**src/rtl/hts_pkg.sv**
```systemverilog
`timescale 1ns / 1ps
// shared types, codes, gait plan table and window compare for the tripod gait sequencer
// no dependencies
package hts_pkg;

  localparam int NLEGS      = 6;
  localparam int ANGLE_W    = 16;
  localparam int SPEED_W    = 16;
  localparam int LAND_W     = 14;
  localparam int MAG_W      = 15;
  localparam int CFG_IDX_W  = 2;
  localparam int CFG_DATA_W = 15;

  typedef logic [1:0]            op_t;
  typedef logic [1:0]            phase_t;
  typedef logic [2:0]            win_t;
  typedef logic [1:0]            spd_t;
  typedef logic [1:0]            plan_idx_t;
  typedef logic [ANGLE_W-1:0]    angle_t;
  typedef logic [SPEED_W-1:0]    speed_t;
  typedef logic [LAND_W-1:0]     land_t;
  typedef logic [MAG_W-1:0]      mag_t;
  typedef logic [CFG_IDX_W-1:0]  cfg_idx_t;
  typedef logic [CFG_DATA_W-1:0] cfg_data_t;

  localparam op_t OP_LEFT  = 2'd0;
  localparam op_t OP_STOP  = 2'd1;
  localparam op_t OP_RIGHT = 2'd2;
  localparam op_t OP_FWD   = 2'd3;

  localparam phase_t PH_HOME  = 2'd1;
  localparam phase_t PH_TRI_A = 2'd2;
  localparam phase_t PH_TRI_B = 2'd3;

  localparam plan_idx_t IDX_0 = 2'd0;
  localparam plan_idx_t IDX_1 = 2'd1;
  localparam plan_idx_t IDX_2 = 2'd2;

  localparam win_t W_HALF  = 3'd1;
  localparam win_t W_HOME  = 3'd2;
  localparam win_t W_LATE  = 3'd3;
  localparam win_t W_LAND  = 3'd4;
  localparam win_t W_REV   = 3'd5;
  localparam win_t W_EARLY = 3'd6;
  localparam win_t W_LHOME = 3'd7;

  localparam spd_t S_PA = 2'd0;
  localparam spd_t S_NA = 2'd1;
  localparam spd_t S_PG = 2'd2;
  localparam spd_t S_NG = 2'd3;

  localparam cfg_idx_t REG_LANDING = 2'd0;
  localparam cfg_idx_t REG_AIR     = 2'd1;
  localparam cfg_idx_t REG_GROUND  = 2'd2;

  localparam land_t LANDING_RST = 14'd3640;
  localparam mag_t  AIR_RST     = 15'd1792;
  localparam mag_t  GROUND_RST  = 15'd224;

  typedef struct packed {
    win_t win;
    spd_t spd;
  } plan_t;

  // [mode: left, right, forward][phase: home, tripod a, tripod b][leg]
  localparam plan_t PLAN [3][3][NLEGS] = '{
    '{
      '{'{W_HALF, S_PA}, '{W_HALF, S_NA}, '{W_HALF, S_PA},
        '{W_HOME, S_NA}, '{W_HOME, S_PA}, '{W_HOME, S_NA}},
      '{'{W_LATE, S_PA}, '{W_EARLY, S_NA}, '{W_LATE, S_PA},
        '{W_REV, S_NG}, '{W_LAND, S_PG}, '{W_REV, S_NG}},
      '{'{W_LAND, S_PG}, '{W_REV, S_NG}, '{W_LAND, S_PG},
        '{W_EARLY, S_NA}, '{W_LATE, S_PA}, '{W_EARLY, S_NA}}
    },
    '{
      '{'{W_HALF, S_NA}, '{W_HALF, S_PA}, '{W_HALF, S_NA},
        '{W_LHOME, S_PA}, '{W_EARLY, S_NA}, '{W_LHOME, S_PA}},
      '{'{W_EARLY, S_NA}, '{W_LATE, S_PA}, '{W_EARLY, S_NA},
        '{W_LAND, S_PG}, '{W_REV, S_NG}, '{W_LAND, S_PG}},
      '{'{W_REV, S_NG}, '{W_LAND, S_PG}, '{W_REV, S_NG},
        '{W_LATE, S_PA}, '{W_EARLY, S_NA}, '{W_LATE, S_PA}}
    },
    '{
      '{'{W_HALF, S_PA}, '{W_HALF, S_PA}, '{W_HALF, S_PA},
        '{W_HOME, S_PA}, '{W_HOME, S_PA}, '{W_HOME, S_PA}},
      '{'{W_LATE, S_PA}, '{W_LATE, S_PA}, '{W_LATE, S_PA},
        '{W_LAND, S_PG}, '{W_LAND, S_PG}, '{W_LAND, S_PG}},
      '{'{W_LAND, S_PG}, '{W_LAND, S_PG}, '{W_LAND, S_PG},
        '{W_LATE, S_PA}, '{W_LATE, S_PA}, '{W_LATE, S_PA}}
    }
  };

  // angle window test, 65536 per turn, compared on 17 bits
  function automatic logic in_window(win_t w, angle_t a, land_t l);
    logic [ANGLE_W:0] a17;
    logic [ANGLE_W:0] l17;
    logic [ANGLE_W:0] two_l;
    logic [ANGLE_W:0] turn_m_l;
    logic [ANGLE_W:0] turn_m_2l;
    logic             hit;
    a17       = {1'b0, a};
    l17       = {{(ANGLE_W + 1 - LAND_W){1'b0}}, l};
    two_l     = {l17[ANGLE_W-1:0], 1'b0};
    turn_m_l  = 17'h10000 - l17;
    turn_m_2l = 17'h10000 - two_l;
    case (w)
      W_HALF:  hit = a17 > 17'h08000;
      W_HOME:  hit = (a17 > l17) && (a17 < turn_m_2l);
      W_LATE:  hit = a17 > turn_m_l;
      W_LAND:  hit = (a17 > l17) && (a17 < two_l);
      W_REV:   hit = (a17 > two_l) && (a17 < turn_m_l);
      W_EARLY: hit = a17 < l17;
      default: hit = a17 > turn_m_2l;
    endcase
    return hit;
  endfunction

endpackage

```
**src/rtl/hts_in_if.sv**
```systemverilog
`timescale 1ns / 1ps
// input channel: gait mode and six leg angles with valid/ready
// depends on hts_pkg
interface hts_in_if;
  logic            valid;
  logic            ready;
  hts_pkg::op_t    op;
  hts_pkg::angle_t angle_0;
  hts_pkg::angle_t angle_1;
  hts_pkg::angle_t angle_2;
  hts_pkg::angle_t angle_3;
  hts_pkg::angle_t angle_4;
  hts_pkg::angle_t angle_5;

  modport source (output valid, op, angle_0, angle_1, angle_2, angle_3, angle_4, angle_5,
                  input ready);
  modport sink (input valid, op, angle_0, angle_1, angle_2, angle_3, angle_4, angle_5,
                output ready);
endinterface

```
**src/rtl/hts_out_if.sv**
```systemverilog
`timescale 1ns / 1ps
// result channel: six signed leg speeds and the gait phase with valid/ready
// depends on hts_pkg
interface hts_out_if;
  logic                  valid;
  logic                  ready;
  logic signed [15:0]    speed_0;
  logic signed [15:0]    speed_1;
  logic signed [15:0]    speed_2;
  logic signed [15:0]    speed_3;
  logic signed [15:0]    speed_4;
  logic signed [15:0]    speed_5;
  hts_pkg::phase_t       phase_now;

  modport source (output valid, speed_0, speed_1, speed_2, speed_3, speed_4, speed_5,
                  phase_now, input ready);
  modport sink (input valid, speed_0, speed_1, speed_2, speed_3, speed_4, speed_5,
                phase_now, output ready);
endinterface

```
**src/rtl/hts_cfg_if.sv**
```systemverilog
`timescale 1ns / 1ps
// configuration write channel: register index and data with valid/ready
// depends on hts_pkg
interface hts_cfg_if;
  logic               valid;
  logic               ready;
  hts_pkg::cfg_idx_t  index;
  hts_pkg::cfg_data_t data;

  modport source (output valid, index, data, input ready);
  modport sink (input valid, index, data, output ready);
endinterface

```
**src/rtl/hexapod_tripod_gait_sequencer_unit.sv**
```systemverilog
`timescale 1ns / 1ps
// Every accepted transaction goes into an input register, and the window compares, the speed
// select and the phase update run from there into the result register, so the block takes
// one transaction per clock while the result register is not stalled; a result is offered
// as it reaches the result register; a stalled result register holds the input register.
// The gait phase, leg-done flags and last mode update as each transaction leaves the input
// register; a mode change restarts the gait at home. Configuration writes are taken at once
// and are meant to happen while no transaction is in flight.
// depends on hts_pkg, hts_in_if, hts_out_if, hts_cfg_if
module hexapod_tripod_gait_sequencer_unit (
  input logic         clk,
  input logic         rst_n,
  hts_in_if.sink      in_ch,
  hts_out_if.source   out_ch,
  hts_cfg_if.sink     cfg_ch
);
  import hts_pkg::*;

  // configuration
  land_t landing_r;
  mag_t  air_r;
  mag_t  ground_r;

  assign cfg_ch.ready = 1'b1;

  always_ff @(posedge clk) begin
    if (!rst_n) begin
      landing_r <= LANDING_RST;
      air_r     <= AIR_RST;
      ground_r  <= GROUND_RST;
    end else if (cfg_ch.valid) begin
      unique case (cfg_ch.index)
        REG_LANDING: landing_r <= cfg_ch.data[LAND_W-1:0];
        REG_AIR:     air_r     <= cfg_ch.data[MAG_W-1:0];
        REG_GROUND:  ground_r  <= cfg_ch.data[MAG_W-1:0];
        default: ;
      endcase
    end
  end

  // handshake and pipeline control
  logic   s1_v_r, s1_v_nxt;
  logic   out_v_r, out_v_nxt;
  logic   s1_adv;
  logic   in_fire;
  op_t    s1_op_r;
  angle_t s1_ang_r [NLEGS];

  assign s1_adv       = s1_v_r && (!out_v_r || out_ch.ready);
  assign in_ch.ready  = !s1_v_r || s1_adv;
  assign in_fire      = in_ch.valid && in_ch.ready;
  assign out_ch.valid = out_v_r;

  always_comb begin
    s1_v_nxt = s1_v_r;
    if (in_fire) begin
      s1_v_nxt = 1'b1;
    end else if (s1_adv) begin
      s1_v_nxt = 1'b0;
    end
    out_v_nxt = out_v_r;
    if (s1_adv) begin
      out_v_nxt = 1'b1;
    end else if (out_ch.ready) begin
      out_v_nxt = 1'b0;
    end
  end

  always_ff @(posedge clk) begin
    if (!rst_n) begin
      s1_v_r  <= 1'b0;
      out_v_r <= 1'b0;
    end else begin
      s1_v_r  <= s1_v_nxt;
      out_v_r <= out_v_nxt;
    end
  end

  always_ff @(posedge clk) begin
    if (in_fire) begin
      s1_op_r     <= in_ch.op;
      s1_ang_r[0] <= in_ch.angle_0;
      s1_ang_r[1] <= in_ch.angle_1;
      s1_ang_r[2] <= in_ch.angle_2;
      s1_ang_r[3] <= in_ch.angle_3;
      s1_ang_r[4] <= in_ch.angle_4;
      s1_ang_r[5] <= in_ch.angle_5;
    end
  end

  // gait state
  phase_t             phase_r, phase_nxt;
  logic [NLEGS-1:0]   done_r, done_nxt;
  op_t                last_mode_r;
  phase_t             eff_phase;
  logic [NLEGS-1:0]   eff_done;
  logic [NLEGS-1:0]   hit;
  plan_idx_t          mode_idx;
  plan_idx_t          phase_idx;
  plan_t              entry [NLEGS];
  speed_t             speed [NLEGS];
  mag_t               mag;
  logic               all_done;
  logic               mode_change;

  assign mode_change = s1_op_r != last_mode_r;

  always_comb begin
    eff_phase = mode_change ? PH_HOME : phase_r;
    eff_done  = mode_change ? '0 : done_r;
    case (s1_op_r)
      OP_LEFT:  mode_idx = IDX_0;
      OP_RIGHT: mode_idx = IDX_1;
      default:  mode_idx = IDX_2;
    endcase
    case (eff_phase)
      PH_HOME:  phase_idx = IDX_0;
      PH_TRI_A: phase_idx = IDX_1;
      default:  phase_idx = IDX_2;
    endcase
    done_nxt = eff_done;
    for (int i = 0; i < NLEGS; i++) begin
      entry[i] = PLAN[mode_idx][phase_idx][i];
      hit[i]   = in_window(entry[i].win, s1_ang_r[i], landing_r);
      mag      = (entry[i].spd == S_PA || entry[i].spd == S_NA) ? air_r : ground_r;
      if (s1_op_r == OP_STOP || hit[i]) begin
        speed[i] = '0;
      end else if (entry[i].spd == S_NA || entry[i].spd == S_NG) begin
        speed[i] = SPEED_W'(-{1'b0, mag});
      end else begin
        speed[i] = {1'b0, mag};
      end
      if (s1_op_r != OP_STOP && hit[i]) begin
        done_nxt[i] = 1'b1;
      end
    end
    // home needs legs 0 to 2 only, the stepping phases need all legs
    all_done = (phase_idx == IDX_0) ? &done_nxt[2:0] : &done_nxt;
    phase_nxt = eff_phase;
    if (s1_op_r != OP_STOP && all_done) begin
      done_nxt  = '0;
      phase_nxt = (phase_idx == IDX_1) ? PH_TRI_B : PH_TRI_A;
    end
  end

  always_ff @(posedge clk) begin
    if (!rst_n) begin
      phase_r     <= PH_HOME;
      done_r      <= '0;
      last_mode_r <= OP_STOP;
    end else if (s1_adv) begin
      phase_r     <= phase_nxt;
      done_r      <= done_nxt;
      last_mode_r <= s1_op_r;
    end
  end

  // result register
  speed_t out_speed_r [NLEGS];
  phase_t out_phase_r;

  always_ff @(posedge clk) begin
    if (s1_adv) begin
      for (int i = 0; i < NLEGS; i++) begin
        out_speed_r[i] <= speed[i];
      end
      out_phase_r <= phase_nxt;
    end
  end

  assign out_ch.speed_0   = out_speed_r[0];
  assign out_ch.speed_1   = out_speed_r[1];
  assign out_ch.speed_2   = out_speed_r[2];
  assign out_ch.speed_3   = out_speed_r[3];
  assign out_ch.speed_4   = out_speed_r[4];
  assign out_ch.speed_5   = out_speed_r[5];
  assign out_ch.phase_now = out_phase_r;

  // checks
  a_phase_nonzero: assert property (@(posedge clk) disable iff (!rst_n)
    phase_r != 2'd0)
    else $error("gait phase left the valid range");

  a_stall_holds: assert property (@(posedge clk) disable iff (!rst_n)
    (out_v_r && !out_ch.ready) |-> !s1_adv)
    else $error("input stage advanced into a stalled result register");

  a_result_phase: assert property (@(posedge clk) disable iff (!rst_n)
    (rst_n && s1_adv) |=> (out_phase_r == phase_r))
    else $error("reported phase differs from stored phase");

  a_stop_holds: assert property (@(posedge clk) disable iff (!rst_n)
    (rst_n && s1_adv && s1_op_r == OP_STOP && !mode_change) |=>
      ($stable(phase_r) && $stable(done_r)))
    else $error("stop transaction changed gait state");

endmodule
```
**src/flat_wrapper.sv**
```systemverilog
// flat-port wrapper written by rule: the top's interface ports become plain ports
module hexapod_tripod_gait_sequencer_unit_flat import hts_pkg::*;
  (clk, rst_n, in_ch_valid, in_ch_op, in_ch_angle_0, in_ch_angle_1, in_ch_angle_2, in_ch_angle_3, in_ch_angle_4, in_ch_angle_5, in_ch_ready, out_ch_valid, out_ch_speed_0, out_ch_speed_1, out_ch_speed_2, out_ch_speed_3, out_ch_speed_4, out_ch_speed_5, out_ch_phase_now, out_ch_ready, cfg_ch_valid, cfg_ch_index, cfg_ch_data, cfg_ch_ready);
  hts_in_if in_ch_i ();
  hts_out_if out_ch_i ();
  hts_cfg_if cfg_ch_i ();
  input logic clk;
  input logic rst_n;
  input wire logic [$bits(in_ch_i.valid)-1:0] in_ch_valid;
  input wire logic [$bits(in_ch_i.op)-1:0] in_ch_op;
  input wire logic [$bits(in_ch_i.angle_0)-1:0] in_ch_angle_0;
  input wire logic [$bits(in_ch_i.angle_1)-1:0] in_ch_angle_1;
  input wire logic [$bits(in_ch_i.angle_2)-1:0] in_ch_angle_2;
  input wire logic [$bits(in_ch_i.angle_3)-1:0] in_ch_angle_3;
  input wire logic [$bits(in_ch_i.angle_4)-1:0] in_ch_angle_4;
  input wire logic [$bits(in_ch_i.angle_5)-1:0] in_ch_angle_5;
  output wire logic [$bits(in_ch_i.ready)-1:0] in_ch_ready;
  output wire logic [$bits(out_ch_i.valid)-1:0] out_ch_valid;
  output wire logic [$bits(out_ch_i.speed_0)-1:0] out_ch_speed_0;
  output wire logic [$bits(out_ch_i.speed_1)-1:0] out_ch_speed_1;
  output wire logic [$bits(out_ch_i.speed_2)-1:0] out_ch_speed_2;
  output wire logic [$bits(out_ch_i.speed_3)-1:0] out_ch_speed_3;
  output wire logic [$bits(out_ch_i.speed_4)-1:0] out_ch_speed_4;
  output wire logic [$bits(out_ch_i.speed_5)-1:0] out_ch_speed_5;
  output wire logic [$bits(out_ch_i.phase_now)-1:0] out_ch_phase_now;
  input wire logic [$bits(out_ch_i.ready)-1:0] out_ch_ready;
  input wire logic [$bits(cfg_ch_i.valid)-1:0] cfg_ch_valid;
  input wire logic [$bits(cfg_ch_i.index)-1:0] cfg_ch_index;
  input wire logic [$bits(cfg_ch_i.data)-1:0] cfg_ch_data;
  output wire logic [$bits(cfg_ch_i.ready)-1:0] cfg_ch_ready;
  assign in_ch_i.valid = in_ch_valid;
  assign in_ch_i.op = in_ch_op;
  assign in_ch_i.angle_0 = in_ch_angle_0;
  assign in_ch_i.angle_1 = in_ch_angle_1;
  assign in_ch_i.angle_2 = in_ch_angle_2;
  assign in_ch_i.angle_3 = in_ch_angle_3;
  assign in_ch_i.angle_4 = in_ch_angle_4;
  assign in_ch_i.angle_5 = in_ch_angle_5;
  assign in_ch_ready = in_ch_i.ready;
  assign out_ch_valid = out_ch_i.valid;
  assign out_ch_speed_0 = out_ch_i.speed_0;
  assign out_ch_speed_1 = out_ch_i.speed_1;
  assign out_ch_speed_2 = out_ch_i.speed_2;
  assign out_ch_speed_3 = out_ch_i.speed_3;
  assign out_ch_speed_4 = out_ch_i.speed_4;
  assign out_ch_speed_5 = out_ch_i.speed_5;
  assign out_ch_phase_now = out_ch_i.phase_now;
  assign out_ch_i.ready = out_ch_ready;
  assign cfg_ch_i.valid = cfg_ch_valid;
  assign cfg_ch_i.index = cfg_ch_index;
  assign cfg_ch_i.data = cfg_ch_data;
  assign cfg_ch_ready = cfg_ch_i.ready;
  hexapod_tripod_gait_sequencer_unit u_core (.clk(clk), .rst_n(rst_n), .in_ch(in_ch_i), .out_ch(out_ch_i), .cfg_ch(cfg_ch_i));
endmodule
```
**config.mk**
```make
export PLATFORM = sky130hd
export DESIGN_NAME = hexapod_tripod_gait_sequencer_unit_flat
export DESIGN_NICKNAME = d
export VERILOG_FILES = /design/src/rtl/hts_pkg.sv /design/src/rtl/hts_in_if.sv /design/src/rtl/hts_out_if.sv /design/src/rtl/hts_cfg_if.sv /design/src/rtl/hexapod_tripod_gait_sequencer_unit.sv /design/src/flat_wrapper.sv
export SDC_FILE = /design/constraint.sdc
export NUM_CORES = 1
export LEC_CHECK = 0
export ABC_AREA = 1
export ABC_CLOCK_PERIOD_IN_PS = 4900
export BUFFER_PORTS_ARGS = -buffer_cell sky130_fd_sc_hd__buf_2
export CAP_MARGIN = 15
export CORE_ASPECT_RATIO = 0.6
export CORE_MARGIN = 8
export CORE_UTILIZATION = 40
export DETAILED_ROUTE_END_ITERATION = 6
export PLACE_DENSITY = 0.67
export SLEW_MARGIN = 10
export SYNTH_ARGS = -nofsm -noshare
export SYNTH_HDL_FRONTEND = slang
export SYNTH_SLANG_ARGS = --single-unit
```
**constraint.sdc**
```tcl
create_clock -name clk -period 4.9 [get_ports clk]
set_clock_uncertainty 0.05 [all_clocks]
set_input_delay 0 -clock clk [delete_from_list [all_inputs] [get_ports clk]]
set_output_delay 0 -clock clk [all_outputs]
set_load 0.05 [all_outputs]
```
==> flow_metrics.env <==
export IMPL_status="finished clean"
export IMPL_synth_area_leaders="edfxtp_1 (30%), ha_1 (18%), nand2_1 (11%), dfxtp_1 (5.7%), nor2_1 (5.4%)"
export IMPL_crit_required_ns=5.17
export IMPL_power_switching_mw=2.20
export IMPL_avgSynthCellArea_um2=7.94
export IMPL_cp_arrival_ns=4.68
export IMPL_cts_clk_slew_worst_paths_ns=0.07
export IMPL_combPwrFrac=0.274
export IMPL_synth_area_mux_share=0.000508
export IMPL_cts_buffer_depth=3
export IMPL_tritoncts="done"
export IMPL_synth_top_family_by_area="simple AND/OR/NAND/NOR gates"
export IMPL_synth_edff_count=196
export IMPL_syn2layout_area_growth_pct=21.9
export IMPL_worstMarginPinSlew_ns=1.08
export IMPL_synth_xor_area_frac=0.0156
export IMPL_yosys_warnings=0
export IMPL_synth_common_cells="nand2_1 (565), ha_1 (284), nor2_1 (281)"
export IMPL_p_clk_frac=0.319
export IMPL_power_density_mw_per_mm2=267
export IMPL_p_int_mw=4.20
export IMPL_nets=3276
export IMPL_synth_top_area_share=0.299
export IMPL_clkSinkCount=252
export IMPL_die_w_um=302
export IMPL_rows=63
export IMPL_drt_iter0_drc=2466
export IMPL_yosysMostFrequentCell="nand2_1"
export IMPL_setup_violations=0
export IMPL_slew_violations=0
export IMPL_seq_power_share=0.407
export IMPL_hold_viol=0
export IMPL_fmax_mhz=226
export IMPL_fin_crit_sh=0.901
export IMPL_syn_inst=2482
export IMPL_wirelength_mm=74.7
export IMPL_crit_slowest_cell="ha_2"
export IMPL_clk_latency_ns=0.57
export IMPL_synth_compound_area_share=0.116
export IMPL_period_minus_slack_ns=4.42
export IMPL_die_area_mm2=0.0568
export IMPL_ant_nets=0
export IMPL_path_max_fanout=19
export IMPL_syn_cell_area_mm2=0.0197
export IMPL_wl_per_cell_um=21.1
export IMPL_rsz0062_at_grt="false"
export IMPL_slew_headroom=0.275
export IMPL_port_buffers=219
export IMPL_setup_worst_path_class="flop to flop"
export IMPL_gr_usage_all_layers=0.255
export IMPL_endpoint_kind="flop"
export IMPL_cts_root_buf="clkbuf_16"
export IMPL_dr_pass1_iters=5
export IMPL_grt_pass1_wl_mm=113
export IMPL_p_leak_nw=11.1
export IMPL_core_area_mm2=0.0490
export IMPL_vdd_ir_drop_max_mv=0.249
export IMPL_ioPinCount=221
export IMPL_synthArstFlopShare=0
export IMPL_cp_top_family="simple AND/OR/NAND/NOR gates"
export IMPL_first_global_vias=18800
export IMPL_hpwl_mm=57.2
export IMPL_crit_chain="xnor2_1, nand2_1, nor2_1, inv_1, ha_2, buf_4, o21ai_0, inv_1, ha_1, nand3_1, nor3_2, or3b_2, nor3_2, nand3_1, xor2_1, o21ai_1, nor2_1"
export IMPL_grt_max_degree=83
export IMPL_ys_types=60
export IMPL_avgViaCountPerCell=5.60
export IMPL_layout_drive_gt1_share=0.142
export IMPL_initial_utilization=0.402
export IMPL_worstReg2RegStart="u_core.s1_op_r[1]$_DFFE_PP_"
export IMPL_drc=0
export IMPL_slowest_delay_ns=0.58
export IMPL_die_h_um=188
export IMPL_yosys_most_used_dff="edfxtp_1"
export IMPL_gp_congestion=1.06
export IMPL_startpoint="u_core.s1_op_r[1]$_DFFE_PP_"
export IMPL_yosys_area_share_adder=0.180
export IMPL_synth_seq_area_share=0.356
export IMPL_hp_class="input port to flop"
export IMPL_cts_made_buffers=26
export IMPL_switching_share=0.344
export IMPL_cp_buffers_inverters=3
export IMPL_cp_start_kind="flop"
export IMPL_synth_simple_area_share=0.268
export IMPL_htree_levels=1
export IMPL_min_from="cfg_ch_valid"
export IMPL_drv_cap=0
export IMPL_antenna_found_initial=1
export IMPL_power_mw=6.40
export IMPL_post_synth_top_area_cell="edfxtp_1"
export IMPL_vias=19800
export IMPL_setup_tns_ns=0
export IMPL_syn_nets=2886
export IMPL_synth_seq_cells=252
export IMPL_gr_total_overflow=0
-- cell usage in the layout (no fill, tap or decap), types with 56 or more instances in the layout --
| cell | n |
|---|---|
| a21oi_1 | 180 |
| buf_2 | 219 |
| dfxtp_1 | 56 |
| dlygate4sd3_1 | 131 |
| edfxtp_1 | 196 |
| ha_1 | 283 |
| inv_1 | 256 |
| nand2_1 | 565 |
| nand3_1 | 132 |
| nor2_1 | 280 |
| o21ai_0 | 126 |
-- state kept, by name, summed over array words and instances, names as in the netlist --
name and count:
u_core.landing_r 14, u_core.out_speed_r 96, u_core.s1_v_r 1, u_core.done_r 6, u_core.s1_ang_r 96, u_core.air_r 15, u_core.s1_op_r 2, u_core.out_ch.phase_now 2
u_core.ground_r 15, u_core.last_mode_r 2, u_core.out_ch.valid 1, u_core.phase_r 2
-- metal layers --
layer / track usage / vias up / part of all wire
met1: 0.383 / 9272 / 0.45
met4: 0.0636 / 0 / 0.027
li1: - / 9352 / -
met3: 0.0666 / 130 / 0.13
met2: 0.356 / 1072 / 0.40
met5: 0 / - / 0
-- repair_timing --
| action | CTS | global route |
|---|---|---|
| hold buffers | 131 | 0 |
| gates resized for setup | 0 | 1 |
| endpoints found under the setup margin | 0 | 4 |
| setup buffers | 0 | 0 |
| endpoints found under the hold margin | 145 | 0 |
-- final timing paths --
path         slack [ns]                                 endpoint  depth (start not counted)
max                0.48  u_core.out_speed_r[0][12]$_SDFFCE_PP0P_                         17
max reg2reg        0.48  u_core.out_speed_r[0][12]$_SDFFCE_PP0P_                         17
min reg2reg        0.43            u_core.done_r[2]$_SDFFE_PN0P_                          2
min                0.06          u_core.ground_r[4]$_SDFFE_PN0P_                          5
-- worst reg2reg max path, cell delays in order, from the launching register on --
cell and delay (ns):
edfxtp_1 0.45, xnor2_1 0.18, nand2_1 0.12, nor2_1 0.28, inv_1 0.11, ha_2 0.58, buf_4 0.24, o21ai_0 0.09
inv_1 0.12, ha_1 0.21, nand3_1 0.15, nor3_2 0.18, or3b_2 0.52, nor3_2 0.29, nand3_1 0.15, xor2_1 0.19
o21ai_1 0.22, nor2_1 0.07
-- cell families (layout without fill, tap and decap cells) --
group / Yosys count / count (layout)
AOI/OAI and AO/OA: 408 / 408
xor gates and xnor gates: 35 / 35
adders and majority gates: 284 / 284
buffers and inverters: 314 / 724
DFF: 252 / 252
muxes: 1 / 1
other: 1 / 2
and+or+nand+nor: 1187 / 1187
-- through the flow --
stage               area (µm²)  std cells  setup WS, ns   util  hold slack, ns
floorplan                19700       2482          1.22      -          0.0489
global placement         21800       3363         0.502  0.446           0.126
detailed placement       21800       3363         0.327  0.446           0.128
CTS                      24000       3542         0.321  0.490          0.0318
global route             24000       3543        0.0600  0.490          0.0803
finish                   24000       3543         0.484  0.490          0.0615
-- power groups by stage --
stage | logic [mW] | registers, mW | clock network (mW)
final | 1.76 | 2.61 | 2.04
after global routing | 1.94 | 2.61 | 2.15
after detailed placement | 1.63 | 2.64 | 0
after floorplan | 0.939 | 2.76 | 0
after CTS | 1.72 | 2.60 | 2.08
after global placement | 1.57 | 2.64 | 0
-- area by class of cell --
cell class	count	area, µm²
Multi-Input combinational cell	1916	11400
Sequential cell	252	7010
Clock buffer	36	729
Clock inverter	12	120
Antenna cell	1	2.50
Fill cell	4693	25000
Inverter	268	1010
Tap cell	650	813
Timing Repair Buffer	408	2880
(Power assumes the default switching activity.)
